==> config.mk <==
export PLATFORM = sky130hd
export DESIGN_NAME = heating_command_line_parser
export DESIGN_NICKNAME = d
export VERILOG_FILES = /design/src/hcl_pkg.sv /design/src/heating_command_line_parser.sv
export SDC_FILE = /design/constraint.sdc
export NUM_CORES = 1
export LEC_CHECK = 0
export ABC_AREA = 1
export BUFFER_PORTS_ARGS = -buffer_cell sky130_fd_sc_hd__buf_2
export CAP_MARGIN = 20
export CORE_ASPECT_RATIO = 1.2
export CORE_UTILIZATION = 35
export CTS_BUF_LIST = sky130_fd_sc_hd__clkbuf_16
export DETAILED_ROUTE_END_ITERATION = 10
export GPL_ROUTABILITY_DRIVEN = 0
export PLACE_DENSITY = 0.62
export SLEW_MARGIN = 0
export SYNTH_ARGS = -nofsm -noshare
export SYNTH_HDL_FRONTEND = slang
export SYNTH_SLANG_ARGS = --single-unit
export TNS_END_PERCENT = 20
==> constraint.sdc <==
create_clock -name aclk -period 6.5 [get_ports aclk]
set_input_delay 1.3 -clock aclk [delete_from_list [all_inputs] [get_ports aclk]]
set_output_delay 1.3 -clock aclk [all_outputs]
set_load 0.03 [all_outputs]
==> src/hcl_pkg.sv <==
package hcl_pkg;

    typedef enum logic [9:0] {
        G_IDLE  = 10'b0000000001,
        G_ERROR = 10'b0000000010,
        G_CHAN  = 10'b0000000100,
        G_DEL   = 10'b0000001000,
        G_SENSE = 10'b0000010000,
        G_BOOST = 10'b0000100000,
        G_ONOFF = 10'b0001000000,
        G_AT    = 10'b0010000000,
        G_TIME  = 10'b0100000000,
        G_DONE  = 10'b1000000000
    } gst_t;

    typedef enum logic [3:0] {
        TK_NONE, TK_CHAN, TK_SENSE, TK_BOOST, TK_BOOST_TIME, TK_ON, TK_OFF,
        TK_NOW, TK_AT, TK_PEG, TK_DAY, TK_DEL, TK_OTHER
    } tk_t;

    typedef enum logic [2:0] {
        CMD_NONE, CMD_ON, CMD_OFF, CMD_DEL, CMD_HEAT_BURST
    } cmd_t;

    typedef struct packed {
        cmd_t        kind;
        logic [1:0]  chan;
        logic [7:0]  sense;
        logic        tv;
        logic [10:0] minutes;
        logic        dv;
        logic [3:0]  day;
    } held_t;

    localparam logic [1:0] KIND_NOW   = 2'd0;
    localparam logic [1:0] KIND_AT    = 2'd1;
    localparam logic [1:0] KIND_BOOST = 2'd2;
    localparam logic [1:0] KIND_DEL   = 2'd3;

    localparam int FL_CHAN     = 0;
    localparam int FL_SENSE    = 1;
    localparam int FL_NUM      = 2;
    localparam int FL_NUM_OVER = 3;
    localparam int FL_TIME     = 4;
    localparam int FL_KW       = 5;
    localparam int FL_CV       = 13;
    localparam int FL_DIG      = 15;
    localparam logic [15:0] FL_RESET = 16'h1FF7;

    localparam int NUM_KW   = 8;
    localparam int NUM_DAYS = 9;

    localparam logic [7:0] KW_TXT [NUM_KW][5] = '{
        '{"b", "o", "o", "s", "t"},
        '{"o", "n", 8'h00, 8'h00, 8'h00},
        '{"o", "f", "f", 8'h00, 8'h00},
        '{"n", "o", "w", 8'h00, 8'h00},
        '{"d", "e", "l", 8'h00, 8'h00},
        '{"c", "l", "e", "a", "r"},
        '{"a", "t", 8'h00, 8'h00, 8'h00},
        '{"/", "/", 8'h00, 8'h00, 8'h00}
    };
    localparam logic [3:0] KW_LEN [NUM_KW] = '{4'd5, 4'd2, 4'd3, 4'd3, 4'd3, 4'd5, 4'd2, 4'd2};
    localparam tk_t KW_TOK [NUM_KW] = '{TK_BOOST, TK_ON, TK_OFF, TK_NOW, TK_DEL, TK_DEL,
                                        TK_AT, TK_NONE};

    localparam logic [7:0] DAY_TXT [NUM_DAYS][9] = '{
        '{"t", "o", "d", "a", "y", 8'h00, 8'h00, 8'h00, 8'h00},
        '{"s", "u", "n", "d", "a", "y", 8'h00, 8'h00, 8'h00},
        '{"m", "o", "n", "d", "a", "y", 8'h00, 8'h00, 8'h00},
        '{"t", "u", "e", "s", "d", "a", "y", 8'h00, 8'h00},
        '{"w", "e", "d", "n", "e", "s", "d", "a", "y"},
        '{"t", "h", "u", "r", "s", "d", "a", "y", 8'h00},
        '{"f", "r", "i", "d", "a", "y", 8'h00, 8'h00, 8'h00},
        '{"s", "a", "t", "u", "r", "d", "a", "y", 8'h00},
        '{"a", "l", "l", 8'h00, 8'h00, 8'h00, 8'h00, 8'h00, 8'h00}
    };
    localparam logic [3:0] DAY_LEN [NUM_DAYS] = '{4'd5, 4'd6, 4'd6, 4'd7, 4'd9, 4'd8, 4'd6,
                                                  4'd8, 4'd3};

    localparam logic [7:0] CH_SPACE = 8'h20;
    localparam logic [7:0] CH_NUL   = 8'h00;

endpackage

==> src/heating_command_line_parser.sv <==
// Channel | Dir | tdata (low bit up)                                      | Other
// s_      | in  | character[7:0]                                          | tlast = end_of_line
// m_      | out | accepted, kind[2], channel_number[2], sensitivity_mask[8],| one word per line
//         |     | switch_on, time_valid, minutes[11], day_valid, day_code[4]|
// One character per cycle; each word is registered, then decoded in one pass into the
// token and grammar registers. A result word is registered as its tlast word is decoded.
// Reset returns the grammar and token state to idle and empties both registers.
// Only a tlast word waits on a stalled result; it holds in the input register and
// s_tready drops until the result is taken.
module heating_command_line_parser #(
    parameter int MAX_BOOST_MINUTES = 60
) (
    input  logic        aclk,
    input  logic        aresetn,
    input  logic        s_tvalid,
    output logic        s_tready,
    input  logic [7:0]  s_tdata,   // character[7:0]
    input  logic        s_tlast,
    output logic        m_tvalid,
    input  logic        m_tready,
    output logic [31:0] m_tdata    // accepted, kind, channel_number, sensitivity_mask,
                                   // switch_on, time_valid, minutes, day_valid, day_code
);

    localparam int NUM_W = $clog2(MAX_BOOST_MINUTES + 1);
    localparam int V_W   = NUM_W + 4;

    typedef struct packed {
        logic [3:0]       len;
        logic [15:0]      flags;
        logic [8:0]       dayc;
        logic [NUM_W-1:0] num;
        logic [10:0]      hm;
        logic [7:0]       smask;
    } tok_t;

    typedef struct packed {
        hcl_pkg::tk_t tk;
        logic [10:0]  val;
    } cls_t;

    typedef struct packed {
        hcl_pkg::gst_t  gst;
        hcl_pkg::held_t held;
        logic           cs;
    } gr_t;

    localparam tok_t TOK_CLR = '{len: 4'd0, flags: hcl_pkg::FL_RESET, dayc: 9'h1FF,
                                 num: '0, hm: 11'd0, smask: 8'd0};

    function automatic tok_t take(tok_t t, logic [7:0] ch);
        tok_t        r;
        logic [7:0]  lc;
        logic        isdig;
        logic [3:0]  d;
        logic [3:0]  pos;
        logic [15:0] f;
        logic [V_W-1:0] v;
        logic [10:0] hh;
        r     = t;
        pos   = t.len;
        lc    = (ch >= "A" && ch <= "Z") ? ch + 8'd32 : ch;
        isdig = (ch >= "0" && ch <= "9");
        d     = isdig ? ch[3:0] : 4'd0;
        f     = t.flags;
        if (pos == 4'd0) begin
            if (lc != "c") f[hcl_pkg::FL_CHAN] = 1'b0;
            if (lc != "s") f[hcl_pkg::FL_SENSE] = 1'b0;
            if (isdig) begin
                f[hcl_pkg::FL_DIG] = 1'b1;
            end else begin
                f[hcl_pkg::FL_NUM]  = 1'b0;
                f[hcl_pkg::FL_TIME] = 1'b0;
            end
        end else begin
            if (pos == 4'd1 && lc == "w") begin
                f[hcl_pkg::FL_CV+:2] = 2'd0;
            end else if (pos == 4'd1 && ch >= "0" && ch <= "3") begin
                f[hcl_pkg::FL_CV+:2] = d[1:0];
            end else begin
                f[hcl_pkg::FL_CHAN] = 1'b0;
            end
            if (lc == "w") begin
                r.smask[0] = 1'b1;
            end else if (ch >= "0" && ch <= "7") begin
                r.smask = r.smask | (8'd1 << d[2:0]);
            end else begin
                f[hcl_pkg::FL_SENSE] = 1'b0;
            end
        end
        if (!isdig) begin
            f[hcl_pkg::FL_NUM] = 1'b0;
        end else if (f[hcl_pkg::FL_NUM] && !f[hcl_pkg::FL_NUM_OVER]) begin
            v = V_W'(t.num) * V_W'(10) + V_W'(d);
            if (v > V_W'(MAX_BOOST_MINUTES)) f[hcl_pkg::FL_NUM_OVER] = 1'b1;
            else r.num = v[NUM_W-1:0];
        end
        if (f[hcl_pkg::FL_TIME]) begin
            if (pos == 4'd0) begin
                r.hm = 11'(d) * 11'd10;
            end else if (pos == 4'd1 && isdig) begin
                hh = t.hm + 11'(d);
                if (hh > 11'd23) f[hcl_pkg::FL_TIME] = 1'b0;
                else r.hm = hh * 11'd60;
            end else if (pos == 4'd2 && ch == ":") begin
                r.hm = t.hm;
            end else if (pos == 4'd3 && isdig && d <= 4'd5) begin
                r.hm = t.hm + 11'(d) * 11'd10;
            end else if (pos == 4'd4 && isdig) begin
                r.hm = t.hm + 11'(d);
            end else begin
                f[hcl_pkg::FL_TIME] = 1'b0;
            end
        end
        for (int k = 0; k < hcl_pkg::NUM_KW; k++) begin
            if (!(pos < hcl_pkg::KW_LEN[k] && lc == hcl_pkg::KW_TXT[k][pos[2:0]]))
                f[hcl_pkg::FL_KW+k] = 1'b0;
        end
        for (int k = 0; k < hcl_pkg::NUM_DAYS; k++) begin
            if (!(pos < hcl_pkg::DAY_LEN[k] && lc == hcl_pkg::DAY_TXT[k][pos]))
                r.dayc[k] = 1'b0;
        end
        r.flags = f;
        r.len   = (pos < 4'd15) ? pos + 4'd1 : 4'd15;
        return r;
    endfunction

    function automatic cls_t classify(tok_t t);
        cls_t        c;
        logic        hit;
        logic [15:0] f;
        c   = '{tk: hcl_pkg::TK_OTHER, val: 11'd0};
        hit = 1'b0;
        f   = t.flags;
        if (f[hcl_pkg::FL_CHAN] && t.len == 4'd2) begin
            c = '{tk: hcl_pkg::TK_CHAN, val: 11'(f[hcl_pkg::FL_CV+:2])};
        end else if (f[hcl_pkg::FL_SENSE] && t.len >= 4'd2) begin
            c = '{tk: hcl_pkg::TK_SENSE, val: 11'(t.smask)};
        end else if (f[hcl_pkg::FL_DIG]) begin
            if (f[hcl_pkg::FL_NUM] && !f[hcl_pkg::FL_NUM_OVER])
                c = '{tk: hcl_pkg::TK_BOOST_TIME, val: 11'(t.num)};
            else if (f[hcl_pkg::FL_TIME] && t.len == 4'd5)
                c = '{tk: hcl_pkg::TK_PEG, val: t.hm};
        end else if (t.len >= 4'd2 && t.dayc != 9'd0) begin
            for (int k = hcl_pkg::NUM_DAYS - 1; k >= 0; k--) begin
                if (t.dayc[k]) c = '{tk: hcl_pkg::TK_DAY, val: 11'(k)};
            end
        end else begin
            for (int k = 0; k < hcl_pkg::NUM_KW; k++) begin
                if (!hit && f[hcl_pkg::FL_KW+k] && t.len == hcl_pkg::KW_LEN[k]) begin
                    c.tk = hcl_pkg::KW_TOK[k];
                    hit  = 1'b1;
                end
            end
        end
        return c;
    endfunction

    function automatic gr_t step(hcl_pkg::gst_t g, hcl_pkg::held_t h, cls_t c);
        gr_t r;
        r.gst  = hcl_pkg::G_ERROR;
        r.held = h;
        r.cs   = (c.tk == hcl_pkg::TK_NONE);
        case (g)
            hcl_pkg::G_IDLE: begin
                if (c.tk == hcl_pkg::TK_CHAN) begin
                    r.gst = hcl_pkg::G_CHAN; r.held.chan = c.val[1:0];
                end
            end
            hcl_pkg::G_CHAN: begin
                if (c.tk == hcl_pkg::TK_SENSE) begin
                    r.gst = hcl_pkg::G_SENSE; r.held.sense = c.val[7:0];
                end else if (c.tk == hcl_pkg::TK_BOOST) begin
                    r.gst = hcl_pkg::G_BOOST; r.held.kind = hcl_pkg::CMD_HEAT_BURST;
                end else if (c.tk == hcl_pkg::TK_DEL) begin
                    r.gst = hcl_pkg::G_DEL; r.held.kind = hcl_pkg::CMD_DEL;
                end
            end
            hcl_pkg::G_SENSE: begin
                if (c.tk == hcl_pkg::TK_ON) begin
                    r.gst = hcl_pkg::G_ONOFF; r.held.kind = hcl_pkg::CMD_ON;
                end else if (c.tk == hcl_pkg::TK_OFF) begin
                    r.gst = hcl_pkg::G_ONOFF; r.held.kind = hcl_pkg::CMD_OFF;
                end
            end
            hcl_pkg::G_BOOST: begin
                if (c.tk == hcl_pkg::TK_BOOST_TIME) begin
                    r.gst = hcl_pkg::G_DONE; r.held.minutes = c.val; r.held.tv = 1'b1;
                end else if (c.tk == hcl_pkg::TK_OFF) begin
                    r.gst = hcl_pkg::G_DONE; r.held.minutes = 11'd0; r.held.tv = 1'b1;
                end
            end
            hcl_pkg::G_DEL: begin
                if (c.tk == hcl_pkg::TK_PEG) begin
                    r.gst = hcl_pkg::G_DONE; r.held.minutes = c.val; r.held.tv = 1'b1;
                end else if (c.tk == hcl_pkg::TK_DAY) begin
                    r.gst = hcl_pkg::G_DONE; r.held.day = c.val[3:0]; r.held.dv = 1'b1;
                end
            end
            hcl_pkg::G_ONOFF: begin
                if (c.tk == hcl_pkg::TK_NOW || c.tk == hcl_pkg::TK_NONE) begin
                    r.gst = hcl_pkg::G_DONE;
                end else if (c.tk == hcl_pkg::TK_AT) begin
                    r.gst = hcl_pkg::G_AT;
                end else if (c.tk == hcl_pkg::TK_PEG) begin
                    r.gst = hcl_pkg::G_TIME; r.held.minutes = c.val; r.held.tv = 1'b1;
                end
            end
            hcl_pkg::G_AT: begin
                if (c.tk == hcl_pkg::TK_PEG) begin
                    r.gst = hcl_pkg::G_TIME; r.held.minutes = c.val; r.held.tv = 1'b1;
                end
            end
            hcl_pkg::G_TIME: begin
                if (c.tk == hcl_pkg::TK_DAY) begin
                    r.gst = hcl_pkg::G_DONE; r.held.day = c.val[3:0]; r.held.dv = 1'b1;
                end else if (c.tk == hcl_pkg::TK_NONE) begin
                    r.gst = hcl_pkg::G_DONE;
                end
            end
            hcl_pkg::G_DONE: begin
                if (c.tk == hcl_pkg::TK_NONE) r.gst = hcl_pkg::G_DONE;
            end
            default: r.gst = hcl_pkg::G_ERROR;
        endcase
        return r;
    endfunction

    logic           in_vld_reg, in_eol_reg;
    logic [7:0]     in_chr_reg;
    logic           m_vld_reg;
    logic [31:0]    m_dat_reg, m_dat_next;
    hcl_pkg::gst_t  gst_reg, gst_next;
    hcl_pkg::held_t held_reg, held_next;
    tok_t           tok_reg, tok_next;
    logic           cs_reg, cs_next;
    logic           adv;

    assign adv      = in_vld_reg && (!in_eol_reg || !m_vld_reg || m_tready);
    assign s_tready = !in_vld_reg || adv;
    assign m_tvalid = m_vld_reg;
    assign m_tdata  = m_dat_reg;

    always_comb begin
        logic           active, is_sp, is_nul, do_fin, do_none, acc;
        tok_t           tka;
        cls_t           cl;
        gr_t            g1, g2;
        hcl_pkg::held_t h;
        logic [1:0]     kind;
        active  = !cs_reg && gst_reg != hcl_pkg::G_ERROR;
        is_sp   = in_chr_reg == hcl_pkg::CH_SPACE;
        is_nul  = in_chr_reg == hcl_pkg::CH_NUL;
        tka     = (active && !is_sp && !is_nul) ? take(tok_reg, in_chr_reg) : tok_reg;
        do_fin  = active && (is_sp || is_nul || in_eol_reg) && tka.len != 4'd0;
        cl      = classify(tka);
        g1      = '{gst: gst_reg, held: held_reg, cs: cs_reg};
        if (do_fin) begin
            g1    = step(gst_reg, held_reg, cl);
            g1.cs = g1.cs || cs_reg;
        end
        do_none = active && (is_nul || in_eol_reg) && !g1.cs && g1.gst != hcl_pkg::G_ERROR;
        g2      = g1;
        if (do_none) begin
            g2 = step(g1.gst, g1.held, '{tk: hcl_pkg::TK_NONE, val: 11'd0});
        end
        if (active && (is_nul || in_eol_reg)) g2.cs = 1'b1;

        h    = g2.held;
        acc  = g2.gst == hcl_pkg::G_DONE && h.kind != hcl_pkg::CMD_NONE;
        kind = (h.kind == hcl_pkg::CMD_HEAT_BURST) ? hcl_pkg::KIND_BOOST :
               (h.kind == hcl_pkg::CMD_DEL) ? hcl_pkg::KIND_DEL :
               h.tv ? hcl_pkg::KIND_AT : hcl_pkg::KIND_NOW;
        m_dat_next = '0;
        if (acc) begin
            m_dat_next[0]     = 1'b1;
            m_dat_next[2:1]   = kind;
            m_dat_next[4:3]   = h.chan;
            if (h.kind == hcl_pkg::CMD_ON || h.kind == hcl_pkg::CMD_OFF) begin
                m_dat_next[12:5] = h.sense;
                m_dat_next[13]   = h.kind == hcl_pkg::CMD_ON;
            end
            m_dat_next[14]    = h.tv;
            m_dat_next[25:15] = h.tv ? h.minutes : 11'd0;
            m_dat_next[26]    = h.dv;
            m_dat_next[30:27] = h.dv ? h.day : 4'd0;
        end

        if (in_eol_reg) begin
            gst_next  = hcl_pkg::G_IDLE;
            held_next = '0;
            tok_next  = TOK_CLR;
            cs_next   = 1'b0;
        end else begin
            gst_next  = g2.gst;
            held_next = g2.held;
            tok_next  = do_fin ? TOK_CLR : tka;
            cs_next   = g2.cs;
        end
    end

    always_ff @(posedge aclk) begin
        if (!aresetn) begin
            in_vld_reg <= 1'b0;
            m_vld_reg  <= 1'b0;
            gst_reg    <= hcl_pkg::G_IDLE;
            held_reg   <= '0;
            tok_reg    <= TOK_CLR;
            cs_reg     <= 1'b0;
        end else begin
            if (s_tready) in_vld_reg <= s_tvalid;
            if (adv && in_eol_reg) m_vld_reg <= 1'b1;
            else if (m_tready) m_vld_reg <= 1'b0;
            if (adv) begin
                gst_reg  <= gst_next;
                held_reg <= held_next;
                tok_reg  <= tok_next;
                cs_reg   <= cs_next;
            end
        end
    end

    always_ff @(posedge aclk) begin
        if (s_tready && s_tvalid) begin
            in_chr_reg <= s_tdata;
            in_eol_reg <= s_tlast;
        end
        if (adv && in_eol_reg) m_dat_reg <= m_dat_next;
    end

    assert property (@(posedge aclk) disable iff (!aresetn)
        adv && in_eol_reg |=> m_tvalid)
        else $error("line end gave no result");

    assert property (@(posedge aclk) disable iff (!aresetn)
        m_tvalid && !m_tdata[0] |-> m_tdata[31:1] == 31'd0)
        else $error("rejected line carries field data");

    assert property (@(posedge aclk) disable iff (!aresetn)
        !s_tready |-> in_vld_reg && m_tvalid && !m_tready)
        else $error("input stalled without a blocked result");

    assert property (@(posedge aclk) disable iff (!aresetn)
        $past(adv && in_eol_reg) |-> gst_reg == hcl_pkg::G_IDLE && !cs_reg)
        else $error("line state not cleared after result");

endmodule

==> run summary <==
The run finished with clean final reports. The residual overflow from global routing came out at 0. The final number of max-transition violations is 0. The number of flip-flops under the largest register name came out at 54. The register area share after synthesis came out at 26.5%. The synthesized design contains between 100 and 150 register bits. The peak fanout along the critical path is 8. The routed wirelength normalized by instance count is approximately 16 microns. Port buffering added 45 buffers. The number of diodes came out at 0. The first global-routing pass estimated between 50 and 60 mm of wire.

Static timing analysis puts the maximum clock frequency at about 0.17 GHz. The transition time at the pin with the least slew margin came out at about 1 ns. The fraction of the mapped netlist area in compound gates came out at ~18%. The terminus of the critical flop-to-flop path is m_tdata[26]. The clock insertion delay at the later pin of the skew report is 0.44 ns. The worst relative slew slack is roughly 33%.

Setup slack on the worst reg-to-reg path comes out at about 0.46 ns. The number of clock buffers inserted by TritonCTS is 17. The global-route usage over all layers came out at ~22%. The effective utilization at floorplan is roughly 36%. The post-synthesis cell count came out at around 1800.

The stage delay of the slowest cell on the critical path came out at between 0.5 and 0.6 ns. The detailed placer's ending HPWL came out at 28.3 mm. The hold path startpoint is tok_reg[5]. The library cell used most frequently in the layout, excluding fill and tap cells, is nand2_1. In the layout the commonest cells are nand2_1 (498), inv_1 (209), a21oi_1 (167). Clock skew on the completed layout was measured at about 0.015 ns. The number of iterations in the first detailed-routing pass came out at 5. The clock passes through at most 2 buffers. In this run the clock root is driven by a clkbuf_16. The initial antenna violation count was 0. The arrival time of the worst setup path came out at between 6 and 7 ns. Data on the critical path is required at its endpoint by 6.82 ns.

The count of yosys warnings during synthesis came out at 0. The H-tree generated during clock tree synthesis spans 4 levels. The floorplan has 73 rows.

The static leakage is slightly above 6 nW. The y dimension of the die is ~200 microns. The share of async-settable or async-resettable flops after synthesis came out at 0%.

The signed area change from the synthesized netlist to the final layout is 12.5%. The initial DRC count came out at around 1100. The floorplan die area came out at roughly 35000 sq um. Setup violations remaining at the end of the flow were counted as 0. STA classifies the critical path startpoint as a flip-flop. Counting flops with a built-in enable in the synthesized netlist gives 40. The count of hold-fix buffers inserted at cts is 0. The synthesized netlist devotes around a third of its cell area to simple gates. The critical path in this run is classified as reg2reg. The number of vias per cell came out at between 5 and 6. The power per unit of standard cell area came out at approximately 170 nW/um^2.

The cell depth of the worst hold path is 2. The layout cell share with drive strength beyond 1 came out at approximately 13%. For the final routed database, the setup TNS stands at 0 ns. The area share of fa/ha/maj cells after synthesis is under 10%. The largest net degree at the start of global routing came out at 53.

In the final design database the tool counted ~2000 nets. The critical path starts at in_chr_reg[6]. The worst voltage drop across the vdd grid came out at between 0.1 and 0.15 mV. The netlist area before placement is roughly 12000 sq um. When the netlist entered floorplanning its net count stood at ~1900. The overall via count from detail_route came out at about 12000.

The slowest library cell on the worst path is edfxtp_1. The tool flagged a number of max-cap violations equal to 0. The number of cell instances on the worst register-to-register path came out at 36. The source of the worst register-to-register timing path is in_chr_reg[6].

For this run, design rule violations remaining after detail routing come to 0. STA classifies the critical path endpoint as a flip-flop. The number of different library cells used by synthesis comes to 62. The standard cell core area came out at between 30000 and 40000 sq um. The smallest hold slack is ~0.46 ns. The routed design could run at a clock period as short as 6.04 ns.

The via count of the first global-routing pass is 11500. The number of clock sinks came out at 137. In this run the count of I/O pins placed on the die edge is between 40 and 50. The detail route stage leaves a number of antenna-violating nets equal to 0. The synthesized area per cell came out at around 6.5 sq um. Setup repair after global routing could not meet its margin everywhere. The cell area after layout is 13300 sq um. The floorplan step set the die width to between 150 and 200 microns. The total wire length after detailed routing came out at 37.1 mm. The capture endpoint of the worst hold path is tok_reg[5].

The cell repeated most along the worst path is nand2_1. The tightest min-delay check is of the reg2reg type. The synthesized netlist devotes 3.47% of its cell area to XOR and XNOR gates.

In the synthesized netlist, mux cells make up 0% of the area. The count of final hold-check violations is 0. After synthesis, the largest family of logic cells by area is simple AND/OR/NAND/NOR gates. For this run, the leading register cell type out of synthesis is dfxtp_1. The instance area after placement is roughly 13000 sq um. TritonCTS built the clock tree. The share of the core filled with cells came out at between 40% and 50%.

Dividing the final minimum period by the clock period gives around 93%. The clock transition at the register clock pins on the worst setup and hold paths after CTS is ~0.06 ns.
-- cell type report --
class / count / area (sq um)
fill: 3529 / 19900
timing repair buffer: 87 / 558
tap: 450 / 563
inverter: 243 / 912
clock inverter: 15 / 164
multi-input combinational: 1387 / 7570
sequential: 137 / 3140
clock buffer: 17 / 425
-- synth_stat cells (13+ instances only) --
| cell | n | area, sq um |
|---|---|---|
| nand2_1 | 499 | 1870 |
| inv_1 | 209 | 785 |
| a21oi_1 | 168 | 841 |
| nor2_1 | 152 | 571 |
| nand3_1 | 104 | 521 |
| o21ai_0 | 102 | 510 |
| dfxtp_1 | 97 | 1940 |
| ha_1 | 52 | 651 |
| clkbuf_1 | 43 | 161 |
| edfxtp_1 | 40 | 1200 |
| xor2_1 | 39 | 342 |
| inv_2 | 29 | 109 |
| nor3_1 | 26 | 130 |
| nand4_1 | 22 | 138 |
| o211ai_1 | 20 | 150 |
| fa_1 | 16 | 320 |
| nor2_4 | 16 | 180 |
| o21ai_1 | 15 | 75.1 |
| or2_2 | 15 | 93.8 |
| nand2_2 | 13 | 81.3 |
| nand3_2 | 13 | 130 |
-- how the worst max path moves through the flow --
stage | end | slack [ns]
final | m_tdata[26] | 0.46
after global routing | m_tdata[26] | -0.02
after CTS | m_tdata[25] | 0.28
after detailed placement | m_tdata[15] | 0.32
after global placement | m_tdata[15] | 0.47
after floorplan | m_tdata[25] | 0.57
-- worst max-delay path: cells and delay by family (launching register included) --
kind | cells | cell delay (ns)
simple gates | 19 | 2.67
flops | 1 | 0.54
buf+inv | 8 | 0.77
fa+ha+maj | 3 | 0.79
compound gates | 6 | 1.13
-- timing repair --
| action | in CTS | in global routing |
|---|---|---|
| setup endpoints to repair | 0 | 37 |
| buffers inserted | 0 | 4 |
| endpoints found under the hold margin | 0 | 0 |
| gates resized for setup | 0 | 14 |
-- report_power, final --
part	internal [W]	switching (W)	total (W)
Clock	0.000572	0.000422	0.000994
Sequential	0.000893	0.0000150	0.000908
Combinational	0.0000981	0.000241	0.000339
Total	0.00156	0.000678	0.00224
-- layer usage --
metal / vias to the layer above / wire length (microns) / GRT usage [%]
met5: - / 0 / 0
met4: 0 / 1280 / 8.82
met3: 94 / 2170 / 2.64
met2: 469 / 17500 / 36.2
met1: 5670 / 16200 / 28.0
li1: 6093 / - / -
-- through the flow --
step                worst slack, ns  cells  total power [W]
floorplan                     0.565   1830          0.00116
global placement              0.466   2300          0.00125
detailed placement            0.318   2300          0.00126
CTS                           0.282   2332          0.00224
global route                -0.0218   2336          0.00232
finish                        0.457   2336          0.00224
-- logic make-up (layout without fill, tap and decap cells) --
kind of cell,after synthesis,in the layout
flops,137,137
fa+ha+maj,68,68
xor+xnor,47,47
compound gates,368,368
other cells,1,1
buf+inv,306,362
simple gates,903,903
No activity file was read; power rests on OpenSTA's default activity.
